<file path="src/hdl/prh_ram.sv">
// Generic single-write, single-read RAM with a registered, read-first read port.
module prh_ram #(
  parameter int unsigned WIDTH = 8,
  parameter int unsigned DEPTH = 64,
  localparam int unsigned AW = (DEPTH > 1) ? $clog2(DEPTH) : 1
) (
  input  logic             clk,
  input  logic             we,
  input  logic [AW-1:0]    waddr,
  input  logic [WIDTH-1:0] wdata,
  input  logic             re,
  input  logic [AW-1:0]    raddr,
  output logic [WIDTH-1:0] rdata
);

  logic [WIDTH-1:0] mem_r [DEPTH];
  logic [WIDTH-1:0] rdata_r;

  always_ff @(posedge clk) begin
    if (re) begin
      rdata_r <= mem_r[raddr];
    end
    if (we) begin
      mem_r[waddr] <= wdata;
    end
  end

  assign rdata = rdata_r;

endmodule

</file>
<file path="config.mk">
export PLATFORM = sky130hd
export DESIGN_NAME = prh_ram
export DESIGN_NICKNAME = d
export VERILOG_FILES = /design/src/hdl/prh_ram.sv
export SDC_FILE = /design/constraint.sdc
export NUM_CORES = 1
export LEC_CHECK = 0
export ABC_CLOCK_PERIOD_IN_PS = 1800
export BUFFER_PORTS_ARGS = -buffer_cell sky130_fd_sc_hd__buf_2
export CORE_ASPECT_RATIO = 1.1
export CORE_MARGIN = 10
export CORE_UTILIZATION = 46
export DETAILED_ROUTE_END_ITERATION = 10
export SLEW_MARGIN = 20
export SYNTH_ARGS = -nofsm -noshare
export SYNTH_HDL_FRONTEND = slang
export SYNTH_SLANG_ARGS = --single-unit
</file>
<file path="constraint.sdc">
create_clock -name clk -period 1.8 [get_ports clk]
set_input_delay 0.09 -clock clk [delete_from_list [all_inputs] [get_ports clk]]
set_output_delay 0.09 -clock clk [all_outputs]
set_load 0.005 [all_outputs]
</file>
==> flow_metrics.env <==
export IMPL_worst_setup_path_end_kind="flip-flop"
export IMPL_grt_max_degree=65
export IMPL_drt_wirelength_per_cell_um=25.9
export IMPL_dp_cells=1667
export IMPL_startpoint="mem_r[20][4]$_DFFE_PP_"
export IMPL_drt_pass1_iter_count=5
export IMPL_r2r_start="mem_r[20][4]$_DFFE_PP_"
export IMPL_rows=80
export IMPL_numCtsBuffers=51
export IMPL_ys_seq_area_frac=0.771
export IMPL_grt_pass1_wl_mm=68.1
export IMPL_drt_iter0_markers=958
export IMPL_netlist_instances=940
export IMPL_hold_class="input port to flip-flop"
export IMPL_ioPinCount=31
export IMPL_clock_latency_ps=590
export IMPL_synth_seq_cells=520
export IMPL_timing_fmax_ghz=0.492
export IMPL_cp_num_buf_inv=0
export IMPL_vdd_drop_max_uv=750
export IMPL_synth_edf_count=520
export IMPL_drv_slew=0
export IMPL_yosys_most_used_dff="edfxtp_1"
export IMPL_via_per_inst=5.70
export IMPL_ys_async_sr_fraction=0
export IMPL_r2r_worst_path_cells=5
export IMPL_clkSinkCount=520
export IMPL_status="finished, violations left"
export IMPL_drc=0
export IMPL_synth_nets=963
export IMPL_arrival_ps=2350
export IMPL_drive_above_1_share=0.371
export IMPL_fp_dieW_um=220
export IMPL_final_nets=1172
export IMPL_rsz0062_at_grt="true"
export IMPL_instances_no_fill=1764
export IMPL_area_growth_pct=19.3
export IMPL_path_depth=5
export IMPL_die_y_um=240
export IMPL_violations="negative setup slack"
export IMPL_grt_use_total=0.177
export IMPL_cts_root_buf="clkbuf_16"
export IMPL_synthTopCellsByArea="edfxtp_1 (77%), mux4_2 (14%), nor2_1 (1.5%), mux2i_1 (1.1%), mux2_2 (0.72%)"
export IMPL_setup_tns_final_ps=-901
export IMPL_fin_ws_ps=-231
export IMPL_start_util=0.466
export IMPL_clock_skew_ps=24.7
export IMPL_ys_warn_count=0
export IMPL_globalplace_congestion=0.849
export IMPL_core_area_sq_um=43400
export IMPL_tightest_slew_ps=951
export IMPL_reg2reg_slack_ps=-230
export IMPL_hold_violations=0
export IMPL_cts_buffer_depth=3
export IMPL_wl_mm=45.6
export IMPL_maxCapViolations=0
export IMPL_p_leak_uw=0.00788
export IMPL_synth_top_area_frac=0.771
export IMPL_ant_nets=0
export IMPL_postSynthAreaPerCell_sq_um=21.5
export IMPL_synthesis_area_sq_um=20200
export IMPL_post_dp_hpwl_mm=30.1
export IMPL_cp_endpoint="rdata[4]$_DFFE_PP_"
export IMPL_synth_area_leader_cell="edfxtp_1"
export IMPL_slowest_delay_ps=470
export IMPL_total_power_uw=25600
export IMPL_cts_tree="done"
export IMPL_die_area_sq_um=52800
export IMPL_clk_pin_slew_worst_paths_ps=70
export IMPL_power_density_nw_per_um2=1060
export IMPL_antenna_found_initial=3
export IMPL_vias=10047
export IMPL_setup_violations=8
export IMPL_synth_cell_types=39
export IMPL_fillers=3292
export IMPL_place_port_buffers=30
export IMPL_fin_crit_ps=2030
export IMPL_crit_required_ps=2120
export IMPL_critPathSlowestCell="mux4_2"
export IMPL_slew_headroom=0.366
export IMPL_final_util=0.556
export IMPL_critical_path_top_delay_family="multiplexers"
export IMPL_critPathLaunchType="flip-flop"
export IMPL_worst_path_max_fanout=1
export IMPL_worstSetupPathType="flip-flop to flip-flop"
export IMPL_cp_cell_sequence="mux4_2 -> mux2_4 -> o221a_4 -> nor3_4 -> o32ai_2"
export IMPL_ctsHtreeMaxLevel=2
export IMPL_crit_reg2reg_capture="rdata[4]$_DFFE_PP_"
export IMPL_grt_ovfl_total=0
export IMPL_grt_pass1_vias=10308
export IMPL_final_period_utilization=1.13
==> cell usage in the layout (no fill, tap or decap), drive strengths merged, types with 3 or more instances in the layout <==
cell type    count
edfxtp         520
o22ai            8
mux4           126
buf            203
inv              4
o2bb2ai          3
nor2            83
mux2i           23
o2111ai          3
clkbuf          56
o21ai            4
nand3           13
nor2b           14
nand2b           7
nor3             7
clkinvlp         8
a211oi           4
dlygate4sd3      3
mux2            13
a21oi            3
bufinv           7
clkinv          18
nand2           19
nand3b           3
o221ai           8
a221oi           6
a22oi            3
==> where the power goes <==
part	leakage, uW	switching [uW]	internal [uW]
Sequential	0.00469	32.7	13400
Combinational	0.00240	815	634
Clock	0.000801	4480	6210
==> worst reg2reg max path, delay by kind of cell (launching register included) <==
kind | cells | cell delay (ps)
AO/OA/AOI/OAI | 2 | 400
flip-flops | 1 | 360
AND/OR/NAND/NOR | 1 | 250
multiplexers | 2 | 760
==> cells in the mapped netlist (3+ instances only) <==
master,n
nand3_1,13
buf_6,4
a22oi_1,3
edfxtp_1,520
o2bb2ai_1,3
a211oi_1,4
mux2_2,13
o22ai_1,8
o2111ai_1,3
clkbuf_1,17
mux4_2,126
buf_2,11
buf_1,4
nor2b_1,14
buf_4,13
nand3b_1,3
nand2_1,19
nand2b_1,7
mux2i_1,23
o221ai_1,8
nor3_1,7
a21oi_1,3
a221oi_1,6
nor2_1,83
==> final cells by class <==
cell class | instances | area (sq um) | share of cell area
antenna | 2 | 5.00 | 0.000207
tap | 574 | 718 | 0.0297
timing repair buffer | 207 | 1700 | 0.0702
sequential | 520 | 15600 | 0.646
multi-input combinational | 369 | 4460 | 0.184
clock buffer | 55 | 1290 | 0.0534
clock inverter | 37 | 384 | 0.0159
==> logic make-up after synthesis <==
kind of cell           count (synthesis)  share of synthesized area
muxes                                162                      0.159
and+or+nand+nor                      153                     0.0337
buffers and inverters                 51                     0.0156
AOI/OAI and AO/OA                     54                     0.0206
DFF                                  520                      0.771
==> sequential cells by signal, summed over array words and instances, names as in the netlist <==
register and cells:
mem_r 512, rdata 8
==> stage by stage <==
stage               area (sq um)  hold WS (ps)  worst slack, ps
floorplan                  20300           189             4.13
global placement           22300           471             -589
detailed placement         22300           477             -631
CTS                        24100         0.362             -235
global route               24200          9.61             -262
finish                     24200          20.6             -231
==> routing by layer <==
layer  share of wire  vias up  global-route usage
met1            0.42     5337               0.241
met3           0.063       60              0.0332
met2            0.50      297               0.290
li1                -     4351                   -
met4           0.018        2              0.0409
met5         0.00039        -                   0
==> timing repair <==
item,4_1_cts,5_1_grt
buffers inserted,0,0
setup endpoints to repair,8,8
hold endpoints to repair,24,0
gates resized for setup,24,4
pin swaps,2,3
hold buffers,3,0
==> worst min path at each step <==
stage | from | endpoint | slack, ps | depth (start not counted)
after detailed placement | re | rdata[7]$_DFFE_PP_ | 480 | 1
after global routing | wdata[1] | mem_r[37][1]$_DFFE_PP_ | 10 | 1
final | wdata[1] | mem_r[42][1]$_DFFE_PP_ | 20 | 1
after global placement | re | rdata[7]$_DFFE_PP_ | 470 | 1
after CTS | wdata[1] | mem_r[42][1]$_DFFE_PP_ | 0.4 | 1
after floorplan | wdata[0] | mem_r[0][0]$_DFFE_PP_ | 190 | 0
Power figures use the tool's default switching activity.
